### config.mk
export PLATFORM = sky130hd
export DESIGN_NAME = ldr_fifo
export DESIGN_NICKNAME = d
export VERILOG_FILES = /design/src/hdl/ldr_fifo.sv
export SDC_FILE = /design/constraint.sdc
export NUM_CORES = 1
export LEC_CHECK = 0
export ABC_CLOCK_PERIOD_IN_PS = 1550
export BUFFER_PORTS_ARGS = -buffer_cell sky130_fd_sc_hd__buf_2
export CAP_MARGIN = 20
export CORE_MARGIN = 2
export CORE_UTILIZATION = 44
export CTS_CLUSTER_DIAMETER = 40
export DETAILED_ROUTE_END_ITERATION = 10
export PLACE_DENSITY = 0.72
export SLEW_MARGIN = 5
export SYNTH_ARGS = -nofsm -noshare
export SYNTH_HDL_FRONTEND = slang
export SYNTH_SLANG_ARGS = --single-unit
export TNS_END_PERCENT = 20
### constraint.sdc
create_clock -name clk_i -period 1.55 [get_ports clk_i]
set_input_delay 0.31 -clock clk_i [delete_from_list [all_inputs] [get_ports clk_i]]
set_output_delay 0.31 -clock clk_i [all_outputs]
set_load 0.05 [all_outputs]
### src/hdl/ldr_fifo.sv
`default_nettype none
module ldr_fifo #(
  parameter int unsigned Width = 8
) (
  input  wire logic             clk_i,
  input  wire logic             rst_ni,
  input  wire logic             wr_valid_i,
  output logic                  wr_ready_o,
  input  wire logic [Width-1:0] wr_data_i,
  output logic                  rd_valid_o,
  input  wire logic             rd_ready_i,
  output logic [Width-1:0]      rd_data_o
);
  logic [Width-1:0] mem_q [2];
  logic             wp_q, rp_q;
  logic [1:0]       cnt_q;

  assign wr_ready_o = cnt_q != 2'd2;
  assign rd_valid_o = cnt_q != 2'd0;
  assign rd_data_o = mem_q[rp_q];

  // Store the payload.
  always_ff @(posedge clk_i) begin
    if (wr_valid_i && wr_ready_o) mem_q[wp_q] <= wr_data_i;
  end

  // Advance the pointers.
  always_ff @(posedge clk_i or negedge rst_ni) begin
    if (!rst_ni) begin
      wp_q <= 1'b0; rp_q <= 1'b0; cnt_q <= '0;
    end else begin
      if (wr_valid_i && wr_ready_o) wp_q <= ~wp_q;
      if (rd_valid_o && rd_ready_i) rp_q <= ~rp_q;
      cnt_q <= cnt_q + 2'(wr_valid_i && wr_ready_o) - 2'(rd_valid_o && rd_ready_i);
    end
  end
endmodule
`default_nettype wire

==> out/qor_table.md <==
| Result | Reported |
|---|---|
| Outcome | finished, violations left |
| Violations in the final reports | setup timing |
| Number of synthesized register bits | 20 |
| Cell chosen for the clock root | clkbuf_4 |
| Fraction of met2 tracks used by global routing | 23.3% |
| Slowest library cell on the worst path | dfrtp_1 |
| Sequence of cells on the critical path | or2_4, and2_4, ha_4, inv_2, ha_4, xnor2_2, xnor2_1 |
| Hold Violations, Final | 0 |
| Number of H-tree branching levels | 1 |
| Number of instances in the placed design | 83 |
| Stage delay of the slowest cell on the critical path | 410 ps |
| Final setup slack of the worst path | -100 ps |
| Yosys warning total | 0 |
| Final wirelength | 1320 um |
| Synthesized netlist net count | 56 |
| WS Path Type | flip-flop to flip-flop |
| Maximum clock frequency | 606 MHz |
| Finished Cell Area | 0.00114 mm^2 |
| Arrival time of data at the critical path endpoint | 1860 ps |
| Global-route wire length before repair | 1950 um |
| Residual overflow from global routing | 0 |
| Number of unique standard cell types used by synthesis | 14 |
| Largest net degree at the start of global routing | 12 |
| Met3 usage in global routing | 3.57% |
| Leakage power summed over all cells | 0.487 nW |
| Crit-path max FO | 3 |
| Total global routing track utilization | 14.0% |
| Post-route clock skew | 2.08 ps |
| Global route hottest layer | met2 |
| Setup repair after global routing missed its margin | yes |
| Part of the cycle the worst path needs | 106% |
| Final-report setup violation count | 9 |
| Synthesized instance count | 42 |
| Ratio of cells with drive above 1 in the final layout | 67.5% |
| Effective utilization at floorplan | 45.9% |
| Required arrival time at the worst endpoint | 1760 ps |
| Final antenna diode count | 0 |
| Most prevalent standard cell on the critical path | ha_4 |
| Count of placed standard cells in the final layout, fillers left out | 94 |
| Site Rows | 15 |
| Buffer depth of the longest clock path | 2 |
| VDD IR max | 0.00123 V |
| Via-per-instance ratio | 4.85 |
| Kind of launch point of the worst setup path | flip-flop |
| Met1 track utilization from global routing | 16.7% |
| Post-synthesis sequential area ratio | 75.0% |
| TritonCTS clock tree | yes |
| DIE HEIGHT | 46.0 um |
| Standard cell core area | 0.00169 mm^2 |
| Via total after detailed routing | 456 |
| Routed wirelength normalized by instance count | 14.1 um |
| Clock input transition at the sequential cells of the worst setup and hold paths | 100 ps |
| Post-detailed-placement cell area | 933 um^2 |
| Clock Sinks | 20 |
| Width of the die | 46.0 um |
| Most frequent standard cell in the layout excluding fill and tap cells | edfxtp_1 |
| Total negative setup slack | -690 ps |
| Die Area | 0.00211 mm^2 |
| Synthesized area per cell | 18.4 um^2 |
| DRT Pass-1 Iters | 3 |
| Area Overhead vs Synth | 47.8% |
| Later-pin clock latency in the skew report | 290 ps |
| Pre-CTS WS | -138 ps |
| Top-area cell type share of the netlist area | 62.0% |
| Worst-case headroom to the max-slew limit | 71.4% |
| Residual DRC | 0 |
| Net count, final | 92 |
| Most used cells in the layout excluding fill and tap cells | 16 x edfxtp_1, 12 x buf_2, 9 x buf_6, 9 x buf_4, 8 x mux2_4 |
| Cell area after technology mapping | 774 um^2 |
| Drt initial violations | 6 |
| Weighted congestion reported at the end of routability-driven placement | 0.608 |
| Number of buffers added by the clock tree synthesis step | 3 |
| Filler Cells Inserted | 126 |
| Crit path time final | 1650 ps |
| Slew Limit Fails | 0 |
| Class of the tightest hold or removal check | primary input to flip-flop |
| Worst-margin pin slew | 428 ps |
| Utilization of the core after routing | 67.8% |
| Max-cap check violation count | 0 |
| PortBufs | 21 |
| Number of global-route vias before repair | 438 |
| Antenna violations before repair | 0 |
| Top area cells in the synthesized netlist | edfxtp_1 62%, dfrtp_1 13%, mux2_1 12%, xnor2_1 3.4%, ha_1 3.2% |
| Cell taking the most area after synthesis | edfxtp_1 |
| Endpoint class of the critical path | flip-flop |
| Post-detailed-route count of antenna-violating nets | 0 |
| Count of pins on the block boundary | 22 |
| PD cells | 2250 mW/mm^2 |
worst paths after layout:
path                                    startpoint                     to  slack, ps  cells past startpoint
worst min register to register    wp_q$_DFFE_PN0N_       wp_q$_DFFE_PN0N_        520                      1
worst max-delay path            cnt_q[0]$_DFF_PN0_     cnt_q[1]$_DFF_PN0_       -100                      7
worst min-delay path                  wr_data_i[4]  mem_q[1][4]$_DFFE_PP_        210                      1
min in group asynchronous                   rst_ni       wp_q$_DFFE_PN0N_        360                      2
worst max register to register  cnt_q[0]$_DFF_PN0_     cnt_q[1]$_DFF_PN0_       -100                      7
max in group asynchronous                   rst_ni       rp_q$_DFFE_PN0P_       1060                      2
Yosys cell counts:
master,number
buf_2,1
nor2_1,1
and2_4,1
inv_1,1
edfxtp_1,16
xor2_1,1
and3_1,1
nand2_1,1
ha_1,2
or2_1,1
mux2_1,8
dfrtp_1,4
nand2b_1,1
xnor2_1,3
through the flow:
stage                     power (mW)  hold slack, ps
after global placement          1.83             123
after detailed placement        1.86             124
after floorplan                 1.61            14.4
final                           2.57             206
after global routing            2.69             188
after CTS                       2.50             199
worst max-delay path: cells and delay by family (launching register included):
kind                     cells  cell delay (ps)
adder cells (fa/ha/maj)      2              410
AND/OR/NAND/NOR              2              420
flip-flops                   1              410
buffers and inverters        1               40
XOR/XNOR                     2              310
cells by family after synthesis:
logic type               after synthesis  synth area share (%)
XOR/XNOR                               4                  4.52
adder cells (fa/ha/maj)                2                  3.23
buffers and inverters                  2                  1.13
flip-flops                            20                  75.0
multiplexers                           8                  11.6
AND/OR/NAND/NOR                        6                  4.52
repair_timing:
| action | in CTS | in global routing |
|---|---|---|
| hold endpoints to repair | 4 | 0 |
| pin swaps | 4 | 6 |
| setup buffers | 5 | 1 |
| setup endpoints to repair | 9 | 14 |
| gates cloned | 0 | 0 |
| hold buffers | 1 | 0 |
| gates resized for setup | 30 | 6 |
registers in the layout (all words and copies together) (netlist names):
name / count
cnt_q: 2
wp_q: 1
mem_q: 16
rp_q: 1
where the power goes:
| group | switching, mW | internal [mW] | total, mW |
|---|---|---|---|
| Combinational | 0.804 | 0.706 | 1.51 |
| Clock | 0.145 | 0.0935 | 0.238 |
| Sequential | 0.0664 | 0.755 | 0.822 |
cell type report:
type | count | area (um^2) | area share, %
well taps | 17 | 21.3 | 1.86
flip-flops and latches | 20 | 582 | 50.8
repair buffers | 32 | 254 | 22.2
multi-input cells | 20 | 258 | 22.5
inverters | 1 | 3.75 | 0.328
clock inverters | 1 | 3.75 | 0.328
clock buffers | 3 | 22.5 | 1.97
metal layers:
metal,wire [um],up-vias
met5,0,-
met4,8,0
met3,32,2
met2,768,7
met1,513,225
li1,-,222
No activity file was read; power rests on OpenSTA's default activity.
