--- config.mk ---
export PLATFORM = sky130hd
export DESIGN_NAME = ldr_div
export DESIGN_NICKNAME = d
export VERILOG_FILES = /design/src/hdl/ldr_pkg.sv /design/src/hdl/ldr_div.sv
export SDC_FILE = /design/constraint.sdc
export NUM_CORES = 1
export LEC_CHECK = 0
export ABC_AREA = 1
export BUFFER_PORTS_ARGS = -buffer_cell sky130_fd_sc_hd__buf_2
export CORE_MARGIN = 2
export CORE_UTILIZATION = 40
export DETAILED_ROUTE_END_ITERATION = 12
export HOLD_SLACK_MARGIN = 0.05
export PLACE_DENSITY_LB_ADDON = 0.08
export SYNTH_ARGS = -nofsm -noshare
export SYNTH_HDL_FRONTEND = slang
export SYNTH_SLANG_ARGS = --single-unit
--- constraint.sdc ---
create_clock -name clk_i -period 7.4 [get_ports clk_i]
set_input_delay 1.48 -clock clk_i [delete_from_list [all_inputs] [get_ports clk_i]]
set_output_delay 1.48 -clock clk_i [all_outputs]
set_load 0.02 [all_outputs]
--- src/hdl/ldr_pkg.sv ---
`default_nettype none
package ldr_pkg;
  localparam int unsigned LenW = 13;
  localparam int unsigned PosW = 12;
  localparam int unsigned ChW = 16;
  localparam int unsigned WgtW = 24;
  localparam int unsigned SumW = 40;
  localparam int unsigned QuoW = 17;
  localparam int unsigned CfgAddrW = 3;

  localparam logic [0:0] RegSrcLen = 1'b0;
  localparam logic [0:0] RegDstLen = 1'b1;

  // One classified beat: pixel plus its weights and the control decisions.
  typedef struct packed {
    logic [ChW-1:0]  red;
    logic [ChW-1:0]  green;
    logic [ChW-1:0]  blue;
    logic [PosW-1:0] w0;
    logic [PosW-1:0] w1;
    logic            use_high;
    logic            shift;
    logic            last;
    logic [PosW-1:0] low_pos;
    logic [PosW-1:0] new_pos;
  } cmd_t;

  // Division job: three sums over one weight.
  typedef struct packed {
    logic [SumW-1:0] red;
    logic [SumW-1:0] green;
    logic [SumW-1:0] blue;
    logic [WgtW-1:0] weight;
    logic [PosW-1:0] pos;
    logic            line_done;
    logic            run_end;
  } job_t;
endpackage
`default_nettype wire

--- src/hdl/ldr_div.sv ---
`default_nettype none
module ldr_div import ldr_pkg::*; (
  input  wire logic clk_i,
  input  wire logic rst_ni,
  input  wire logic job_valid_i,
  output logic      job_ready_o,
  input  wire job_t job_i,
  output logic      res_valid_o,
  input  wire logic res_ready_i,
  output logic [ChW-1:0]  red_o,
  output logic [ChW-1:0]  green_o,
  output logic [ChW-1:0]  blue_o,
  output logic [PosW-1:0] pos_o,
  output logic            line_done_o,
  output logic            run_end_o
);
  // Restoring division, one quotient bit per cycle for all three channels.
  typedef enum logic [1:0] {SIdle, SRun, SOut} state_e;
  state_e          state_q;
  logic [SumW:0]   num_q [3];
  logic [SumW:0]   rem_q [3];
  logic [QuoW-1:0] quo_q [3];
  logic [WgtW-1:0] den_q;
  logic [5:0]      bit_q;
  logic [PosW-1:0] pos_q;
  logic            ld_q, re_q, zero_q;
  logic [SumW:0]   trial [3];

  assign job_ready_o = state_q == SIdle;
  assign res_valid_o = state_q == SOut;
  assign red_o = zero_q ? '0 : quo_q[0][ChW-1:0];
  assign green_o = zero_q ? '0 : quo_q[1][ChW-1:0];
  assign blue_o = zero_q ? '0 : quo_q[2][ChW-1:0];
  assign pos_o = pos_q;
  assign line_done_o = ld_q;
  assign run_end_o = re_q;

  always_comb begin
    for (int c = 0; c < 3; c++)
      trial[c] = {rem_q[c][SumW-1:0], num_q[c][SumW]};
  end

  always_ff @(posedge clk_i or negedge rst_ni) begin
    if (!rst_ni) begin
      state_q <= SIdle;
    end else begin
      unique case (state_q)
        SIdle: begin
          if (job_valid_i) begin
            for (int c = 0; c < 3; c++) begin
              rem_q[c] <= '0;
              quo_q[c] <= '0;
            end
            num_q[0] <= {1'b0, job_i.red} + (SumW+1)'(job_i.weight >> 1);
            num_q[1] <= {1'b0, job_i.green} + (SumW+1)'(job_i.weight >> 1);
            num_q[2] <= {1'b0, job_i.blue} + (SumW+1)'(job_i.weight >> 1);
            den_q <= job_i.weight;
            zero_q <= job_i.weight == '0;
            pos_q <= job_i.pos;
            ld_q <= job_i.line_done;
            re_q <= job_i.run_end;
            bit_q <= 6'(SumW + 1);
            state_q <= SRun;
          end
        end
        SRun: begin
          for (int c = 0; c < 3; c++) begin
            num_q[c] <= num_q[c] << 1;
            if (trial[c] >= (SumW+1)'(den_q)) begin
              rem_q[c] <= trial[c] - (SumW+1)'(den_q);
              quo_q[c] <= {quo_q[c][QuoW-2:0], 1'b1};
            end else begin
              rem_q[c] <= trial[c];
              quo_q[c] <= {quo_q[c][QuoW-2:0], 1'b0};
            end
          end
          bit_q <= bit_q - 6'd1;
          if (bit_q == 6'd1) state_q <= SOut;
        end
        SOut: if (res_ready_i) state_q <= SIdle;
        default: state_q <= SIdle;
      endcase
    end
  end
endmodule
`default_nettype wire

==> impl_metrics.json <==
{
  "status": "finished clean",
  "synth_common_cells": "1534 x nand2_1, 631 x inv_1, 619 x nor2_1",
  "clockBufferDepth": 3,
  "io_buffers": 225,
  "ctsHoldBuffers": 0,
  "critPathMaxFanout": 225,
  "ys_warn_count": 0,
  "ys.flop_type": "edfxtp_1",
  "clock-sinks": 338,
  "cts-root-buf": "clkbuf_16",
  "gr-total-overflow": 0,
  "cp_slowest_stage_delay_ns": 0.60,
  "timing.critical_path.slowest_stage_cell": "buf_12",
  "setup_viol": 0,
  "fin_worst_skew_ns": 0.0515,
  "vias_per_cell": 4.97,
  "r2r_cells": 12,
  "netlist.area_leader.share_pct": 35.2,
  "insertion_delay_ns": 0.60,
  "drt_iter0_markers": 2065,
  "hold_viol_final": 0,
  "cts_tree": "yes",
  "peakVddDrop_mv": 0.236,
  "hp-start": "num_q[0][72]",
  "synthArstFlopShare_pct": 0.592,
  "r2r_setup_slack_ns": 4.08,
  "numCtsBuffers": 43,
  "diodes": 0,
  "yosysTopAreaCell": "edfxtp_1",
  "grt_pass1_wl_mm": 147,
  "rows": 98,
  "p_leak_nw": 15.7,
  "end_kind": "register",
  "holdCritPathClass": "register to register",
  "drive_gt1_share_pct": 8.90,
  "hold_slack_ns": 0.515,
  "yosysUniqueCellTypes": 49,
  "worst_pin_slew_ns": 1.04,
  "cp.required_ns": 7.83,
  "ant_nets": 0,
  "reg2reg_from": "den_q[1]",
  "grt_usage_pct": 25.5,
  "avgRoutedWirePerCell_microns": 17.3,
  "grt_pass1_vias": 25935,
  "post_cts_buffers": 0,
  "crit_arrival_ns": 3.95,
  "slew_violations": 0,
  "antenna_found_initial": 3,
  "synth_edf_count": 335,
  "initial_core_util_pct": 40.2,
  "ctsResizeCount": 0,
  "avgSynthCellArea_sq_um": 6.64,
  "dpl.hpwl_mm": 75.0,
  "synth_cells": 4307,
  "gp_congestion": 0.948,
  "crit_type": "input port to register",
  "route.detailed.drc": 0,
  "finalCritPeriodShare_pct": 47.5,
  "die_h_microns": 271,
  "cap_violations": 0,
  "via_count": 27402,
  "cts.htree.levels": 2,
  "netlist_area_sq_mm": 0.0286,
  "firstDrtPassIters": 7,
  "synth_fp_nets": 4618,
  "core_area_sq_mm": 0.0711,
  "worstPathCellList": "buf_2 -> nand2_2 -> nor2_4 -> buf_4 -> buf_12 -> or2_2 -> inv_1 -> nand3_1 -> nand2_1 -> nor2_1",
  "power.density_mw_per_mm2": 267,
  "min_to": "num_q[0][73]",
  "die-area_sq_mm": 0.0736,
  "r2r-end": "rem_q[1][37]",
  "fin_crit_ns": 3.52,
  "nets": 4836,
  "fmax_mhz": 284,
  "critical_path.startpoint_type": "input port",
  "ys_ff_latch": 338,
  "hold-path-cell-count": 2,
  "slew_headroom_pct": 30.4,
  "seq_area_frac_synth_pct": 35.4,
  "synthTopCellsByArea": "edfxtp_1 35%, nand2_1 20%, inv_1 8.3%",
  "synth_most_common_cell": "nand2_1",
  "die_x_microns": 271,
  "clk_pin_slew_ns": 0.06,
  "grt_max_degree": 226,
  "area_growth_pct": 12.2,
  "setup_tns_ns": 0,
  "num_io_pins": 226,
  "wl_mm": 95.2,
  "rsz0062_at_grt": "no"
}
[worst max-delay path: cells and delay by family]
family        cells  cell delay (ns)
buf+inv           4             1.42
simple gates      6             0.80
[cell usage in the layout, fill, tap and decap left out, drive strengths merged]
cell / count
nor3b: 1
or3: 1
fa: 6
nand3: 287
nand4: 65
clkinvlp: 3
bufinv: 3
and2: 7
xnor2: 46
nand2: 1545
nor2: 638
buf: 237
dfxtp: 1
clkbuf: 50
a21o: 2
clkinv: 25
nand3b: 40
edfxtp: 335
nor4: 15
a31oi: 4
or4: 1
xor2: 59
ha: 143
o21ai: 164
a21boi: 3
inv: 659
nor3: 51
o21bai: 17
or2: 20
dfrtp: 2
o21a: 1
a21oi: 129
[metal layers]
layer  routed length [microns]  global-route usage (%)  vias up
met1                     45300                    36.6    12425
met2                     41700                    40.2      711
met4                      2690                    7.45        6
met3                      5380                    3.10      133
li1                          -                       -    14127
met5                        36                       0        -
[power by group]
group	internal [mW]	leakage (nW)	switching, mW
Clock	1.19	0.679	0.895
Sequential	2.78	3.23	0.204
Combinational	1.04	11.8	2.46
[how the worst max path moves through the flow]
| stage | to | start | depth (start not counted) |
|---|---|---|---|
| finish | num_q[0][77] | rst_ni | 10 |
| detailed placement | num_q[0][77] | rst_ni | 10 |
| global placement | num_q[0][77] | rst_ni | 10 |
| floorplan | num_q[0][0] | rst_ni | 2 |
| CTS | num_q[0][77] | rst_ni | 10 |
| global route | num_q[0][77] | rst_ni | 10 |
[logic make-up after synthesis]
| group | count (synthesis) | share of synthesized area (%) |
|---|---|---|
| XOR/XNOR | 105 | 3.22 |
| adder cells (fa/ha/maj) | 149 | 6.68 |
| flip-flops | 338 | 35.4 |
| AND/OR/NAND/NOR | 2671 | 38.9 |
| AO/OA/AOI/OAI | 320 | 5.90 |
| buffers and inverters | 724 | 9.92 |
[stage by stage]
step                      power (mW)  area, sq um  worst slack, ns  utilization (%)  instances
final                           8.56        32100             3.88             45.1       5510
after global routing            9.20        32100             3.68             45.1       5510
after CTS                       8.62        32100             3.87             45.1       5510
after detailed placement        6.50        30700             3.25             43.2       5430
after global placement          6.49        30700             3.28             43.2       5430
after floorplan                 5.46        28600             2.01                -       4307
[sequential cells by signal (all words and copies together) (netlist names)]
signal and flops:
pos_o 12, num_q 123, quo_q 48, den_q 24
line_done_o 1, run_end_o 1, state_q 2, bit_q 6
zero_q 1, rem_q 120
[cell type report]
cell class	count	area, sq um
Fill cell	7598	39000
Tap cell	950	1190
Clock buffer	50	1100
Timing Repair Buffer	237	1230
Inverter	660	2480
Clock inverter	30	280
Multi-Input combinational cell	3245	15700
Sequential cell	338	10100
Power figures use the tool's default switching activity.
