### src/hdl/ldr_pkg.sv
`default_nettype none
package ldr_pkg;
  localparam int unsigned LenW = 13;
  localparam int unsigned PosW = 12;
  localparam int unsigned ChW = 16;
  localparam int unsigned WgtW = 24;
  localparam int unsigned SumW = 40;
  localparam int unsigned QuoW = 17;
  localparam int unsigned CfgAddrW = 3;

  localparam logic [0:0] RegSrcLen = 1'b0;
  localparam logic [0:0] RegDstLen = 1'b1;

  // One classified beat: pixel plus its weights and the control decisions.
  typedef struct packed {
    logic [ChW-1:0]  red;
    logic [ChW-1:0]  green;
    logic [ChW-1:0]  blue;
    logic [PosW-1:0] w0;
    logic [PosW-1:0] w1;
    logic            use_high;
    logic            shift;
    logic            last;
    logic [PosW-1:0] low_pos;
    logic [PosW-1:0] new_pos;
  } cmd_t;

  // Division job: three sums over one weight.
  typedef struct packed {
    logic [SumW-1:0] red;
    logic [SumW-1:0] green;
    logic [SumW-1:0] blue;
    logic [WgtW-1:0] weight;
    logic [PosW-1:0] pos;
    logic            line_done;
    logic            run_end;
  } job_t;
endpackage
`default_nettype wire

### src/hdl/ldr_accum.sv
`default_nettype none
module ldr_accum import ldr_pkg::*; (
  input  wire logic clk_i,
  input  wire logic rst_ni,
  input  wire logic clear_i,
  input  wire logic cmd_valid_i,
  output logic      cmd_ready_o,
  input  wire cmd_t cmd_i,
  output logic      job_valid_o,
  input  wire logic job_ready_i,
  output job_t      job_o
);
  typedef enum logic [1:0] {SMul, SAdd, SEmitLow, SEmitLast} state_e;
  state_e          state_q;
  cmd_t            cmd_q;
  logic [SumW-1:0] lo_q [3];
  logic [SumW-1:0] hi_q [3];
  logic [WgtW-1:0] lw_q, hw_q;
  logic [27:0]     p0_q [3];
  logic [27:0]     p1_q [3];
  logic            busy_q;
  logic [ChW-1:0]  px [3];

  assign px[0] = cmd_q.red;
  assign px[1] = cmd_q.green;
  assign px[2] = cmd_q.blue;
  assign cmd_ready_o = !busy_q;

  // Build the job on the low accumulator.
  always_comb begin
    job_valid_o = busy_q && (state_q == SEmitLow || state_q == SEmitLast);
    job_o.red = lo_q[0];
    job_o.green = lo_q[1];
    job_o.blue = lo_q[2];
    job_o.weight = lw_q;
    job_o.pos = state_q == SEmitLow ? cmd_q.low_pos : cmd_q.new_pos;
    job_o.line_done = state_q == SEmitLast;
    job_o.run_end = state_q == SEmitLast || !cmd_q.last;
  end

  // Sequence multiply, shift, add and emits per beat.
  always_ff @(posedge clk_i or negedge rst_ni) begin
    if (!rst_ni) begin
      busy_q <= 1'b0;
      state_q <= SMul;
      lw_q <= '0; hw_q <= '0;
      for (int c = 0; c < 3; c++) begin
        lo_q[c] <= '0; hi_q[c] <= '0;
      end
    end else if (clear_i) begin
      busy_q <= 1'b0;
      state_q <= SMul;
      lw_q <= '0; hw_q <= '0;
      for (int c = 0; c < 3; c++) begin
        lo_q[c] <= '0; hi_q[c] <= '0;
      end
    end else if (!busy_q) begin
      if (cmd_valid_i) begin
        cmd_q <= cmd_i;
        busy_q <= 1'b1;
        state_q <= cmd_i.shift ? SEmitLow : SMul;
      end
    end else begin
      unique case (state_q)
        SEmitLow: begin
          if (job_ready_i) begin
            for (int c = 0; c < 3; c++) begin
              lo_q[c] <= hi_q[c]; hi_q[c] <= '0;
            end
            lw_q <= hw_q; hw_q <= '0;
            state_q <= SMul;
          end
        end
        SMul: begin
          for (int c = 0; c < 3; c++) begin
            p0_q[c] <= cmd_q.w0 * px[c];
            p1_q[c] <= cmd_q.use_high ? cmd_q.w1 * px[c] : 28'd0;
          end
          state_q <= SAdd;
        end
        SAdd: begin
          for (int c = 0; c < 3; c++) begin
            lo_q[c] <= lo_q[c] + SumW'(p0_q[c]);
            hi_q[c] <= hi_q[c] + SumW'(p1_q[c]);
          end
          lw_q <= lw_q + WgtW'(cmd_q.w0);
          if (cmd_q.use_high) hw_q <= hw_q + WgtW'(cmd_q.w1);
          if (cmd_q.last) state_q <= SEmitLast;
          else begin
            state_q <= SMul;
            busy_q <= 1'b0;
          end
        end
        SEmitLast: begin
          if (job_ready_i) begin
            for (int c = 0; c < 3; c++) begin
              lo_q[c] <= '0; hi_q[c] <= '0;
            end
            lw_q <= '0; hw_q <= '0;
            state_q <= SMul;
            busy_q <= 1'b0;
          end
        end
        default: state_q <= SMul;
      endcase
    end
  end
endmodule
`default_nettype wire

### config.mk
export PLATFORM = sky130hd
export DESIGN_NAME = ldr_accum
export DESIGN_NICKNAME = d
export VERILOG_FILES = /design/src/hdl/ldr_pkg.sv /design/src/hdl/ldr_accum.sv
export SDC_FILE = /design/constraint.sdc
export NUM_CORES = 2
export LEC_CHECK = 0
export ABC_AREA = 1
export ABC_CLOCK_PERIOD_IN_PS = 9900
export BUFFER_PORTS_ARGS = -buffer_cell sky130_fd_sc_hd__buf_2
export CORE_UTILIZATION = 65
export DETAILED_ROUTE_END_ITERATION = 8
export PLACE_DENSITY = 0.87
export SLEW_MARGIN = 25
export SYNTH_ARGS = -nofsm -noshare
export SYNTH_HDL_FRONTEND = slang
export SYNTH_SLANG_ARGS = --single-unit
export TNS_END_PERCENT = 1
### constraint.sdc
create_clock -name clk_i -period 9.9 [get_ports clk_i]
set_clock_uncertainty 0.2 [all_clocks]
set_input_delay 1.98 -clock clk_i [delete_from_list [all_inputs] [get_ports clk_i]]
set_output_delay 1.98 -clock clk_i [all_outputs]
set_load 0.005 [all_outputs]
==> impl_metrics.toml <==
[outcome]
status = "finished clean"

[critical_path]
worstPathMaxFanout = 32
worstSetupPathType = "reg2reg"
critPathRequiredTime_ns = 10.13
critPathArrivalTime_ns = 6.73
startpoint_type = "register"
end_kind = "register"

[floorplanning]
dieArea_um2 = 116000
rows = 123
core-area_um2 = 113000
die_h_um = 340
start_util = 0.658
die_w_um = 340
io_pins = 264

[placed_design]
routabilityCongestion = 1.03
io_buffers = 263
hpwl_um = 177000

[global_routing]
grt_usage = 0.407
grt.overflow.total = 0
grt_pass1_vias = 68300
antenna_found_initial = 3
grt_start_max_net_pins = 169
grt_first_pass_wirelength_um = 369000

[sta]
max_freq_mhz = 154
slew_violations = 0
max_slew.worst_pin.slew_ns = 1.18
timing.final.setup_violations = 0
timing.final.crit_share = 0.657
rsz0062_at_grt = "false"
tns_ns = 0
hold_viol_final = 0
period_minus_slack_ns = 6.50
slew-limit-headroom = 0.215

[synth]
async_reset_ff_frac = 0.522
syn_nets = 11800
yosys_warnings = 0
ys_types = 55
ys.flop_type = "dfrtp_1"
syn_area_um2 = 74300
synth_edf_count = 266
syn_avg_cell_area_um2 = 7.23
synthCells = 10300
ys_seq_area_frac = 0.205
ys_seq_elements = 557

[routing]
drtAntennaViolNets = 0
firstDrtPassIters = 8
drt_wl_total_um = 234000
drc = 0
drtIter0Drc = 8134
vias = 69100
drt-wirelength-per-cell_um = 19.6
viasPerCell = 5.79

[min_path]
hold_class = "reg2reg"

[clocking]
clockBufferDepth = 3
clk_pin_slew_ns = 0.06
cts_inserted_buffers = 71
post-cts-setup-buffers = 0
cts-hold-fix-buffers = 0
cts.sinks = 557
cts_tree = "done"
ctsResizeCount = 0
h-tree-depth = 3
clockRootBuffer = "clkbuf_16"
clk_latency_ns = 0.69

[layout]
area_growth_syn_to_layout_pct = 6.96
fillers = 9237
nets = 11900
final_common_cell = "nand2_1"
drive_above_1_share = 0.0473
most-common-layout-cells = "nand2_1, inv_1, fa_1"

[power_and_ir_drop]
power.density_nw_per_um2 = 213
max-vdd-ir-drop_uv = 250
power.share.switching = 0.517
pwr-share-clk = 0.167
combPwrFrac = 0.627
power_w = 0.0169
p_int_w = 0.00818
seqPwrFrac = 0.206
p_switching_w = 0.00874
p_leak_nw = 44.5

[flow_run]
max-cap-violations = 0
==> worst paths after layout <==
path,startpoint,endpoint,slack [ns],cells past startpoint
min in group asynchronous,rst_ni,job_o[51]$_DFFE_PN0P_,1.03,1
setup reg to reg,cmd_q[44]$_DFFE_PP_,p0_q[0][80]$_DFFE_PP_,3.40,19
setup / recovery,cmd_q[44]$_DFFE_PP_,p0_q[0][80]$_DFFE_PP_,3.40,19
hold / removal,job_o[59]$_DFFE_PN0P_,job_o[59]$_DFFE_PN0P_,0.31,2
hold reg to reg,job_o[59]$_DFFE_PN0P_,job_o[59]$_DFFE_PN0P_,0.31,2
max in group asynchronous,rst_ni,job_o[98]$_DFFE_PN0P_,6.45,3
==> sequential cells by signal, summed over array words and instances, names as in the netlist <==
register	cells
job_o	120
busy_q	1
hw_q	24
hi_q	120
state_q	2
p0_q	84
lw_q	24
cmd_q	98
p1_q	84
==> cell families (layout without fill, tap and decap cells) <==
| kind of cell | after synthesis | in the layout | synth area share |
|---|---|---|---|
| other | 0 | 1 | 0 |
| buffers and inverters | 2570 | 2721 | 0.131 |
| AND/OR/NAND/NOR | 4472 | 4472 | 0.239 |
| AO/OA/AOI/OAI | 1147 | 1147 | 0.0854 |
| XOR/XNOR | 101 | 101 | 0.0119 |
| adder cells (fa/ha/maj) | 1440 | 1440 | 0.328 |
| flip-flops | 557 | 557 | 0.205 |
==> cells in the mapped netlist (47+ instances only) <==
| master | count | area (um^2) |
|---|---|---|
| dfrtp_1 | 291 | 7280 |
| ha_1 | 592 | 7410 |
| xor2_1 | 54 | 473 |
| nand4_1 | 62 | 388 |
| inv_1 | 2241 | 8410 |
| nand2_1 | 3257 | 12200 |
| fa_1 | 848 | 17000 |
| xnor2_1 | 47 | 412 |
| a21oi_1 | 492 | 2460 |
| nor2_1 | 603 | 2260 |
| nand3_1 | 381 | 1910 |
| o21ai_0 | 407 | 2040 |
| nor3_1 | 96 | 480 |
| edfxtp_1 | 266 | 7990 |
| clkbuf_1 | 242 | 908 |
==> stage by stage <==
stage / worst slack, ns / instances / hold slack, ns / utilization / cell area, um^2
detailed placement: 3.56 / 11800 / 0.299 / 0.680 / 76900
global placement: 3.62 / 11800 / 0.292 / 0.680 / 76800
global route: 3.06 / 11900 / 0.338 / 0.704 / 79500
finish: 3.40 / 11900 / 0.314 / 0.704 / 79500
CTS: 3.54 / 11900 / 0.313 / 0.702 / 79400
floorplan: 2.53 / 10300 / 0.277 / - / 74400
==> power groups by stage <==
stage / logic [W] / registers (W) / clock network (W)
finish: 0.0106 / 0.00348 / 0.00283
global route: 0.0118 / 0.00350 / 0.00293
CTS: 0.0103 / 0.00346 / 0.00285
detailed placement: 0.0102 / 0.00350 / 0
global placement: 0.00999 / 0.00348 / 0
floorplan: 0.00724 / 0.00330 / 0
==> critical path, cell delays in order (launching register included) <==
cell and delay, ns:
edfxtp_1 0.88, buf_4 0.57, nand2_1 0.13, fa_1 0.49
fa_1 0.52, inv_1 0.05, fa_1 0.49, fa_1 0.49
inv_1 0.05, fa_1 0.47, inv_1 0.04, ha_1 0.34
nand2_1 0.14, nor2_1 0.16, inv_1 0.12, nor3_1 0.40
nand2_1 0.10, o211ai_1 0.32, a21oi_1 0.13, xnor2_1 0.14
==> cell type report <==
type,instances,area (um^2),share of cell area
clock inverter,46,616,0.00774
timing repair buffer,341,2020,0.0253
sequential,557,15300,0.192
multi-input combinational,7160,49400,0.621
inverter,2249,8440,0.106
antenna,1,2.50,0.0000315
tap,1500,1880,0.0236
clock buffer,85,1880,0.0236
==> metal layers <==
| metal | up-vias | track usage | wire [um] |
|---|---|---|---|
| li1 | 31600 | - | - |
| met1 | 32800 | 0.592 | 96500 |
| met2 | 4170 | 0.587 | 96600 |
| met3 | 572 | 0.106 | 32300 |
| met4 | 2 | 0.146 | 8850 |
| met5 | - | 0 | 13 |
(Power assumes the default switching activity.)
