[src/hdl/ldr_pkg.sv]
`default_nettype none
package ldr_pkg;
  localparam int unsigned LenW = 13;
  localparam int unsigned PosW = 12;
  localparam int unsigned ChW = 16;
  localparam int unsigned WgtW = 24;
  localparam int unsigned SumW = 40;
  localparam int unsigned QuoW = 17;
  localparam int unsigned CfgAddrW = 3;

  localparam logic [0:0] RegSrcLen = 1'b0;
  localparam logic [0:0] RegDstLen = 1'b1;

  // One classified beat: pixel plus its weights and the control decisions.
  typedef struct packed {
    logic [ChW-1:0]  red;
    logic [ChW-1:0]  green;
    logic [ChW-1:0]  blue;
    logic [PosW-1:0] w0;
    logic [PosW-1:0] w1;
    logic            use_high;
    logic            shift;
    logic            last;
    logic [PosW-1:0] low_pos;
    logic [PosW-1:0] new_pos;
  } cmd_t;

  // Division job: three sums over one weight.
  typedef struct packed {
    logic [SumW-1:0] red;
    logic [SumW-1:0] green;
    logic [SumW-1:0] blue;
    logic [WgtW-1:0] weight;
    logic [PosW-1:0] pos;
    logic            line_done;
    logic            run_end;
  } job_t;
endpackage
`default_nettype wire

[src/hdl/ldr_front.sv]
`default_nettype none
module ldr_front import ldr_pkg::*; (
  input  wire logic            clk_i,
  input  wire logic            rst_ni,
  input  wire logic            clear_i,
  input  wire logic [LenW-1:0] src_len_i,
  input  wire logic [LenW-1:0] dst_len_i,
  input  wire logic            in_valid_i,
  output logic                 in_ready_o,
  input  wire logic [ChW-1:0]  red_i,
  input  wire logic [ChW-1:0]  green_i,
  input  wire logic [ChW-1:0]  blue_i,
  output logic                 cmd_valid_o,
  input  wire logic            cmd_ready_i,
  output cmd_t                 cmd_o
);
  logic [PosW-1:0] cnt_q, cnt_d, low_q, low_d, rem_q, rem_d;
  logic [LenW-1:0] l_eff, m_eff, d_eff;
  logic [LenW:0]   r_sum;
  logic [PosW-1:0] q, r;
  logic            fire;

  // Clamp the lengths.
  always_comb begin
    l_eff = src_len_i;
    if (l_eff < LenW'(2)) l_eff = LenW'(2);
    if (l_eff > LenW'(4096)) l_eff = LenW'(4096);
    m_eff = dst_len_i;
    if (m_eff < LenW'(1)) m_eff = LenW'(1);
    if (m_eff > l_eff) m_eff = l_eff;
    d_eff = l_eff - LenW'(1);
  end

  // Place the source pixel and derive its weights.
  always_comb begin
    r_sum = {1'b0, LenW'(rem_q)} + {1'b0, m_eff - LenW'(1)};
    q = low_q;
    r = '0;
    if (cnt_q != '0) begin
      if (r_sum >= {1'b0, d_eff}) begin
        r = PosW'(r_sum - {1'b0, d_eff});
        q = low_q + PosW'(1);
      end else begin
        r = PosW'(r_sum);
      end
    end else begin
      q = '0;
    end
    fire = in_valid_i && in_ready_o;
    cmd_o.red = red_i;
    cmd_o.green = green_i;
    cmd_o.blue = blue_i;
    cmd_o.w0 = PosW'(d_eff - LenW'(r));
    cmd_o.w1 = r;
    cmd_o.use_high = ({1'b0, q} + LenW'(1)) < m_eff;
    cmd_o.shift = q != low_q;
    cmd_o.last = ({1'b0, cnt_q} + LenW'(1)) >= l_eff;
    cmd_o.low_pos = low_q;
    cmd_o.new_pos = q;
    in_ready_o = cmd_ready_i;
    cmd_valid_o = in_valid_i;
    cnt_d = cnt_q; low_d = low_q; rem_d = rem_q;
    if (fire) begin
      if (cmd_o.last) begin
        cnt_d = '0; low_d = '0; rem_d = '0;
      end else begin
        cnt_d = cnt_q + PosW'(1); low_d = q; rem_d = r;
      end
    end
  end

  // Hold the position state.
  always_ff @(posedge clk_i or negedge rst_ni) begin
    if (!rst_ni) begin
      cnt_q <= '0; low_q <= '0; rem_q <= '0;
    end else if (clear_i) begin
      cnt_q <= '0; low_q <= '0; rem_q <= '0;
    end else begin
      cnt_q <= cnt_d; low_q <= low_d; rem_q <= rem_d;
    end
  end
endmodule
`default_nettype wire

[config.mk]
export PLATFORM = sky130hd
export DESIGN_NAME = ldr_front
export DESIGN_NICKNAME = d
export VERILOG_FILES = /design/src/hdl/ldr_pkg.sv /design/src/hdl/ldr_front.sv
export SDC_FILE = /design/constraint.sdc
export NUM_CORES = 1
export LEC_CHECK = 0
export BUFFER_PORTS_ARGS = -buffer_cell sky130_fd_sc_hd__buf_2
export CAP_MARGIN = 5
export CORE_MARGIN = 2
export CORE_UTILIZATION = 30
export DETAILED_ROUTE_END_ITERATION = 12
export GPL_TIMING_DRIVEN = 1
export PLACE_DENSITY = 0.51
export SLEW_MARGIN = 0
export SYNTH_ARGS = -nofsm -noshare
export SYNTH_HDL_FRONTEND = slang
export SYNTH_SLANG_ARGS = --single-unit
[constraint.sdc]
create_clock -name clk_i -period 9.63 [get_ports clk_i]
set_input_delay 0.4815 -clock clk_i [delete_from_list [all_inputs] [get_ports clk_i]]
set_output_delay 0.4815 -clock clk_i [all_outputs]
set_load 0.1 [all_outputs]
==> results of run 1 <==
[worst max-delay path, delay by kind of cell]
family | cells | cell delay [ns]
AOI/OAI and AO/OA | 24 | 4.16
xor gates and xnor gates | 3 | 0.41
adders and majority gates | 6 | 1.71
buffers and inverters | 4 | 0.51
and+or+nand+nor | 9 | 1.34
[sequential cells by signal, summed over array words and instances, names as in the netlist]
register	cells
rem_q	12
low_q	12
cnt_q	12
[synth_stat cells, types with 21 or more instances]
cell type  number
nand2_1        65
xor2_1         25
clkbuf_1       27
o21ai_0        47
buf_4          51
dfrtp_1        36
inv_1          58
nand3_1        25
a21oi_1        49
ha_1           81
nor2_1         66
a22o_1         21
xnor2_1        43
[per-layer routing]
| layer | GRT usage, % | up-vias | share of wire [%] |
|---|---|---|---|
| li1 | - | 2828 | - |
| met3 | 2.55 | 33 | 4.8 |
| met1 | 24.6 | 2645 | 47 |
| met4 | 6.13 | 0 | 2.5 |
| met5 | 0 | - | 0 |
| met2 | 29.5 | 123 | 46 |
[worst paths after layout]
path / slack [ns] / endpoint / from
worst max-delay path: 0.54 / cmd_o[49] / dst_len_i[7]
worst min register to register: 0.49 / rem_q[7] / rem_q[7]
worst max register to register: 4.86 / rem_q[10] / rem_q[0]
worst min-delay path: 0.31 / cnt_q[4] / rst_ni
max in group asynchronous: 8.76 / rem_q[6] / rst_ni
min in group clk_i: 0.49 / rem_q[7] / rem_q[7]
[stage by stage]
stage / instance area (um2) / total power, mW
after floorplan: 6230 / 0.899
after global placement: 6900 / 1.04
after detailed placement: 6900 / 1.04
after CTS: 7080 / 1.24
after global routing: 7360 / 1.34
final: 7360 / 1.27
[cells in the final DEF, fill, tap and decap left out, types with 21 or more instances in the layout]
master | netlist | routed
nor2_1 | 66 | 58
inv_1 | 58 | 58
nand3_1 | 25 | 23
a22o_1 | 21 | 21
xor2_1 | 25 | 21
o21ai_0 | 47 | 31
a21oi_1 | 49 | 41
dfrtp_1 | 36 | 36
buf_4 | 51 | 49
ha_1 | 81 | 77
nand2_1 | 65 | 64
buf_2 | 2 | 71
xnor2_1 | 43 | 38
[cells by family (layout without fill, tap and decap cells)]
kind of cell	Yosys count	count (layout)	share of synthesized area, %
simple gates	256	257	21.4
compound gates	183	183	20.4
buf+inv	142	201	12.4
fa+ha+maj	84	84	17.9
xor+xnor	68	68	9.96
flops	36	36	15.1
mux	16	16	2.76
[where the power goes]
group,internal (mW),switching [mW],leakage (nW)
combinational,0.332,0.582,2.86
sequential,0.154,0.00279,0.502
clock,0.122,0.0760,0.0798
total,0.607,0.660,3.44
[layout make-up]
type,count,area [um2],area share [%]
Timing Repair Buffer,134,995,13.5
Inverter,59,221,3.01
Clock buffer,5,125,1.70
Sequential cell,36,901,12.2
Clock inverter,3,42.5,0.578
Tap cell,265,332,4.51
Multi-Input combinational cell,608,4740,64.4
[what timing repair did]
item	in CTS	in global routing
setup buffers	0	14
pin swaps	0	20
resized for setup	2	34
hold buffers	0	0
gates cloned	0	1
setup endpoints to repair	4	6
==> results.ini, run 1 <==
[critical_path]
reg2reg_depth=22
slowest_delay_ns=0.44
cp_slowest_cell=or3_1
start_kind=input pin
worstSetupPathType=input pin to primary output
end_kind=primary output
critPathMaxFanout=15
arrival_ns=8.61
crit_required_ns=9.15

[synth]
syn_inst=785
synth_cell_types=70
synth_edf_count=0
ys_seq_area_share_pct=15.1
synth_ff_type=dfrtp_1
synth.area.top_cells=ha_1 17%, dfrtp_1 15%, buf_4 6.4%
synth.avg_cell_area_um2=7.62
async_reset_ff_share_pct=100
synth.top_cell.area_share_pct=16.9
synth_nets=948
yosysWarningCount=0
yosysTopAreaCell=ha_1
ys_seq_elements=36
netlist_area_mm2=0.00598

[die]
pin_count=180
chipWidth_um=145
core_area_mm2=0.0195
floorplan.initialDensity_pct=30.6
die_area_mm2=0.0211
rows=51
die_y_um=145

[timing]
final-max-slew-violation-count=0
timing.fmax_ghz=0.110
final.period_utilization_pct=94.4
fin_skew_ns=0.00964
hold_violations=0
tightest_slew_ns=0.888
slew_headroom_pct=40.8
setup_viol=0
finalSetupTns_ns=0
whs_ns=0.313
finalCriticalPeriod_ns=9.09
fin_ws_ns=0.537

[power_and_ir_drop]
vdd_drop_max_uv=123
power_density_mw_per_mm2=172
leakage_nw=3.44

[detailed_routing]
routed_wirelength_um=19400
vias=5629
first_pass_iters=4
wl_per_cell_um=17.5
antenna_left=0
initialDrtViolationCount=364
drc_errors=0
via_per_inst=5.07

[clocking]
tritoncts=yes
cts-root-buf=clkbuf_16
cts_sinks=36
cts-buffers-inserted=5
path_clk_slew_ns=0.07
clockBufferDepth=2
htree_levels=2
worstSkewPairLatency_ns=0.30

[finish]
layoutNonFillerInstCount=1110
area_growth_syn_to_layout_pct=23.0
drive_above_1_share_pct=25.8
fillCellCount=2075
final_util_pct=37.7
antenna_cells=0
fin_nets=1007

[grt]
grt_max_degree=37
grt_pass1_vias=5472
grt.total_usage_pct=18.1
grt_overflow=0
antenna_found_initial=0
grt_first_pass_wirelength_um=30600

[place]
dp_cells=1087
dpl_worst_slack_ns=-0.0503
hpwl_um=15700
gp_congestion=0.918
port-buffer-count=83

[outcome]
outcome=finished, final reports clean

[hold_path]
hp-class=input pin to asynchronous set/reset pin

[flow_run]
drv_cap=0

Note: power is estimated with default switching activity, not from simulation.
==> inputs of run 2 (changes only) <==
- CORE_UTILIZATION: 30 -> 49
- PLACE_DENSITY: 0.51 -> 0.78
==> run 2 against run 1 <==
Net effect:
- combinational power is 4.4% lower
- clock power hardly changed
- design area is 4.8% lower
- core utilization is 21 points higher
- via count is 1.8% higher
- worst setup slack worse by 0.16 ns
- sequential power hardly changed
- final cell count is 12% lower
- global-route usage is 8.0 points higher
- critical path depth is 2 higher
- first-iteration DRC count is 5.8% higher
- critical endpoint is now cmd_o[26]
==> results.ini, run 2 (same netlist as run 1, synthesis figures left out) <==
[outcome]
outcome=finished, final reports clean

[clocking]
cts-root-buf=clkbuf_16
cts-buffers-inserted=5  ; unchanged
clockBufferDepth=2  ; unchanged
path_clk_slew_ns=0.07  ; about the same
tritoncts=yes
cts_sinks=36  ; unchanged
htree_levels=2  ; unchanged
worstSkewPairLatency_ns=0.29  ; about the same
hold_buffers=0  ; unchanged

[power_and_ir_drop]
vdd_drop_max_uv=155  ; +25%
leakage_nw=3.35  ; -2.7%
finalPower_mw=1.23  ; -3.1%
power_density_mw_per_mm2=175  ; +1.8%

[finish]
area_growth_syn_to_layout_pct=17.1
fin_nets=996  ; -1.1%
final_util_pct=58.6  ; +21 points
layoutNonFillerInstCount=981  ; -12%
drive_above_1_share_pct=24.2  ; -1.6 points
final_cell_mix=78 x ha_1, 74 x buf_2, 64 x nand2_1
mostFrequentLayoutCell=ha_1
fin_area_mm2=0.00700  ; -4.8%
antenna_cells=0  ; unchanged
largestRegisters=cnt_q x12, low_q x12, rem_q x12

[die]
chipWidth_um=114  ; -21%
die_y_um=114  ; -21%
die_area_mm2=0.0131  ; -38%
rows=40  ; -22%
floorplan.initialDensity_pct=50.0  ; +19 points
core_area_mm2=0.0120  ; -39%
pin_count=180  ; unchanged

[critical_path]
crit_required_ns=9.15  ; about the same
cpLargestDelayFamily=compound AO/OA/AOI/OAI gates
crit_buf_inv=4  ; unchanged
end_kind=primary output
critPathMaxFanout=8  ; -7
worstSetupPathType=input pin to primary output
cp_common_cell=ha_1
arrival_ns=8.78  ; +0.17 ns
cp_slowest_cell=ha_1
slowest_delay_ns=0.38  ; -0.06 ns
start_kind=input pin

[place]
dp_cells=966  ; -11%
gp_congestion=0.992  ; +8.1%
hpwl_um=13700  ; -12%
port-buffer-count=83  ; unchanged
placed_area_mm2=0.00667  ; -3.3%

[detailed_routing]
wl_per_cell_um=17.6  ; +0.82%
drc_errors=0  ; unchanged
routed_wirelength_um=17300  ; -11%
initialDrtViolationCount=385  ; +5.8%
antenna_left=0  ; unchanged
via_per_inst=5.84  ; +15%
vias=5732  ; +1.8%
first_pass_iters=5  ; +1

[timing]
final.period_utilization_pct=96.1  ; +1.7 points
fin_skew_ns=0.00475  ; -0.00489 ns
slew_headroom_pct=41.7  ; +0.89 points
tightest_slew_ns=0.874  ; -0.0134 ns
setup_viol=0  ; unchanged
finalSetupTns_ns=0  ; unchanged
hold_violations=0  ; unchanged
timing.fmax_ghz=0.108  ; -1.8%
final-max-slew-violation-count=0  ; unchanged
finalCriticalPeriod_ns=9.26  ; +0.165 ns

[grt]
grt_first_pass_wirelength_um=27500  ; -10%
grt_overflow=0  ; unchanged
grt_max_degree=37  ; unchanged
grt_pass1_vias=5592  ; +2.2%
antenna_found_initial=0  ; unchanged
grt.total_usage_pct=26.2  ; +8.0 points

[hold_path]
hp-class=input pin to asynchronous set/reset pin

[flow_run]
drv_cap=0  ; unchanged

==> run 2: changes by cell type in the layout (fill, tap and decap cells not counted), sizes merged <==
cell,previous run,this run
buf,134,124
clkinv,2,1
inv,58,59
nand2,67,66
==> run 2: final timing paths <==
check,start,end,slack (ns),cells after the start
max in group asynchronous,rst_ni,rem_q[5],8.77,1
max reg2reg,rem_q[0],low_q[2],4.96,22
min in group clk_i,rem_q[3],rem_q[3],0.50,2
min,rst_ni,rem_q[10],0.31,1
max,src_len_i[3],cmd_o[26],0.37,48
min reg2reg,rem_q[3],rem_q[3],0.50,2
==> run 2: layer usage <==
layer	track usage (%)	part of all wire, %	vias to the layer above
li1	-	-	2794
met1	34.3	44	2685
met2	44.3	47	206
met3	2.91	6.1	47
met4	9.92	2.8	0
met5	0	0	-
==> run 2: repair_timing <==
action	in CTS	in global routing
pin swaps	0	13
endpoints found under the setup margin	1	4
buffers inserted	1	6
resized for setup	6	20
==> run 2: area by class of cell <==
cell class / count / area, um2
fill: 1074 / 4960
multi-input combinational: 607 / 4670
sequential: 36 / 901
timing repair buffer: 124 / 858
inverter: 59 / 221
tap: 147 / 184
clock buffer: 5 / 125
clock inverter: 3 / 46.3
==> run 2: report_power, final <==
part / total [mW] / switching (mW) / internal [mW] / leakage [nW]
clock network: 0.199 / 0.0755 / 0.123 / 0.0804
logic: 0.873 / 0.567 / 0.306 / 2.76
registers: 0.156 / 0.00253 / 0.154 / 0.502
total: 1.23 / 0.645 / 0.582 / 3.35
==> run 2: through the flow <==
step	worst slack (ns)	hold WS, ns
after floorplan	-0.0144	0.186
after global placement	0.0484	0.479
after detailed placement	-0.0190	0.487
after CTS	0.00139	0.333
after global routing	-0.0425	0.389
final	0.372	0.312
==> inputs of run 3 (changes only) <==
--- a/config.mk
+++ b/config.mk
@@ -7,9 +7,9 @@
 export LEC_CHECK = 0
-export BUFFER_PORTS_ARGS = -buffer_cell sky130_fd_sc_hd__buf_2
 export CAP_MARGIN = 5
 export CORE_MARGIN = 2
-export CORE_UTILIZATION = 49
+export CORE_UTILIZATION = 60
 export DETAILED_ROUTE_END_ITERATION = 12
+export DONT_BUFFER_PORTS = 1
 export GPL_TIMING_DRIVEN = 1
-export PLACE_DENSITY = 0.78
+export PLACE_DENSITY = 0.77
 export SLEW_MARGIN = 0
--- a/constraint.sdc
+++ b/constraint.sdc
@@ -3,2 +3,2 @@
 set_output_delay 0.4815 -clock clk_i [all_outputs]
-set_load 0.1 [all_outputs]
+set_load 0.01 [all_outputs]
==> run 3 against run 2 <==
Net effect:
- sequential share of layout area grew 1.8 points
- non-clock buffer count shrank 87
- first-iteration DRC count grew 28%
- design area shrank 12%
- register-to-register slack is essentially flat
- clock-buffer cell count grew 2
- combinational power shrank 43%
- core utilization grew 4.5 points
- die area shrank 18%
- total power shrank 37%
- largest power group unchanged
==> results.ini, run 3 (same netlist as run 1, synthesis figures left out) <==
[outcome]
outcome=finished, final reports clean

[clocking]
tritoncts=yes
worstSkewPairLatency_ns=0.30  ; about the same
htree_levels=2  ; unchanged
clockBufferDepth=2  ; unchanged
cts_sinks=36  ; unchanged
path_clk_slew_ns=0.08  ; about the same
cts-root-buf=clkbuf_8
cts-buffers-inserted=5  ; unchanged

[critical_path]
cp_slowest_cell=or3_1
worstSetupPathType=input pin to primary output
cp_num_cells=46  ; -4.2%
reg2reg_depth=22  ; unchanged
end_kind=primary output
crit_buf_inv=3  ; -1
critPathMaxFanout=28  ; +20
endpoint=cmd_o[26]
start_kind=input pin
arrival_ns=8.68  ; -0.10 ns
setup.worst_path.start=dst_len_i[3]
rr_endpoint=low_q[2]
r2r-start=rem_q[0]
reg2reg_setup_slack_ns=4.95  ; about the same
slowest_delay_ns=0.41  ; +0.03 ns
crit_required_ns=9.15  ; about the same
cp_common_cell=ha_1
cpLargestDelayFamily=compound AO/OA/AOI/OAI gates

[grt]
grt.total_usage_pct=31.9  ; +5.7 points
grt_overflow=0  ; unchanged
grt_max_degree=37  ; unchanged
grt_pass1_vias=5595  ; +0.054%
grt_first_pass_wirelength_um=28200  ; +2.3%
antenna_found_initial=0  ; unchanged

[power_and_ir_drop]
power_density_mw_per_mm2=126  ; -28%
switching_share_pct=46.0  ; -6.5 points
p_seq_share_pct=20.2  ; +7.5 points
power_frac_comb_pct=63.9  ; -7.2 points
finalPower_mw=0.773  ; -37%
vdd_drop_max_uv=62.4  ; -60%
p_clk_share_pct=15.9  ; -0.3 points
leakage_nw=2.82  ; -16%
p_int_mw=0.417  ; -28%
switching_power_mw=0.356  ; -45%

[finish]
antenna_cells=0  ; unchanged
fin_nets=909  ; -8.7%
drive_above_1_share_pct=11.7  ; -13 points
largestRegisters=cnt_q x12, low_q x12, rem_q x12
mostFrequentLayoutCell=ha_1
final_cell_mix=79 x ha_1, 65 x nand2_1, 64 x nor2_1
area_growth_syn_to_layout_pct=2.49
final_util_pct=63.0  ; +4.5 points

[detailed_routing]
wl_met3_um=1610  ; +52%
wl_per_cell_um=20.4  ; +16%
initialDrtViolationCount=491  ; +28%
wl_met1_um=6980  ; -7.8%
wl_met2_um=8570  ; +4.7%
drc_errors=0  ; unchanged
routed_wirelength_um=18000  ; +3.8%
antenna_left=0  ; unchanged
vias=5730  ; -0.035%
top_layer_used=met4
via_per_inst=6.52  ; +12%
first_pass_iters=6  ; +1

[die]
die_area_mm2=0.0108  ; -18%
rows=36  ; -10%
core_area_mm2=0.00973  ; -19%
floorplan.initialDensity_pct=61.5  ; +11 points
pin_count=180  ; unchanged
chipWidth_um=104  ; -9.3%
die_y_um=104  ; -9.3%

[hold_path]
hp-class=input pin to asynchronous set/reset pin

[place]
port-buffer-count=0  ; -100%
hpwl_um=14100  ; +2.9%
gp_congestion=1.05  ; +6.0%

[timing]
tightest_slew_ns=1.05  ; +0.181 ns
rsz0062_at_grt=true
whs_ns=0.00285  ; -0.309 ns
final-max-slew-violation-count=0  ; unchanged
slew_headroom_pct=29.7  ; -12 points
fin_skew_ns=0.00981  ; +0.00506 ns
setup_viol=0  ; unchanged
finalCriticalPeriod_ns=9.16  ; -0.0949 ns
final.period_utilization_pct=95.2  ; -0.99 points
timing.fmax_ghz=0.109  ; +1.0%
hold_violations=0  ; unchanged

[flow_run]
drv_cap=0  ; unchanged

## run 3: power by group through the flow
stage               Clock [mW]  Sequential [mW]  Combinational (mW)
detailed placement           0            0.159               0.464
CTS                      0.124            0.156               0.473
global route             0.131            0.156               0.539
finish                   0.123            0.156               0.494
floorplan                    0            0.158               0.379
global placement             0            0.159               0.446
## run 3: how the worst min path moves through the flow
stage,depth (start not counted),end,startpoint,slack [ns]
global route,1,rem_q[6],rst_ni,0.02
global placement,0,rem_q[8],rst_ni,0.19
CTS,1,rem_q[6],rst_ni,0.02
finish,1,rem_q[4],rst_ni,0.003
floorplan,0,cnt_q[0],rst_ni,0.19
detailed placement,0,rem_q[6],rst_ni,0.19
## run 3: final cells by class
type	count	area [um2]
Clock buffer	7	96.3
Fill cell	852	3600
Inverter	59	221
Multi-Input combinational cell	607	4440
Sequential cell	36	901
Tap cell	133	166
Timing Repair Buffer	37	303
## run 3: timing repair
item                                    4_1_cts  5_1_grt
pin swaps                                     0        3
setup buffers                                 0        2
endpoints found under the hold margin        36        0
hold buffers                                  1        0
endpoints found under the setup margin        3        6
gates resized for setup                       5       33
## run 3: metal layers
layer  track usage, %  vias to the layer above
li1                 -                     2634
met1             37.9                     2677
met2             55.5                      338
met3             7.02                       81
met4             13.3                        0
met5                0                        -
## run 3: metrics by stage
stage	setup TNS, ns	setup WS, ns	cells	instance area, um2
floorplan	0	0.00992	785	5990
global placement	0	0.232	869	5900
detailed placement	-0.525	-0.210	869	5900
CTS	0	0.00288	877	6020
global route	-0.164	-0.130	879	6130
finish	0	0.467	879	6130
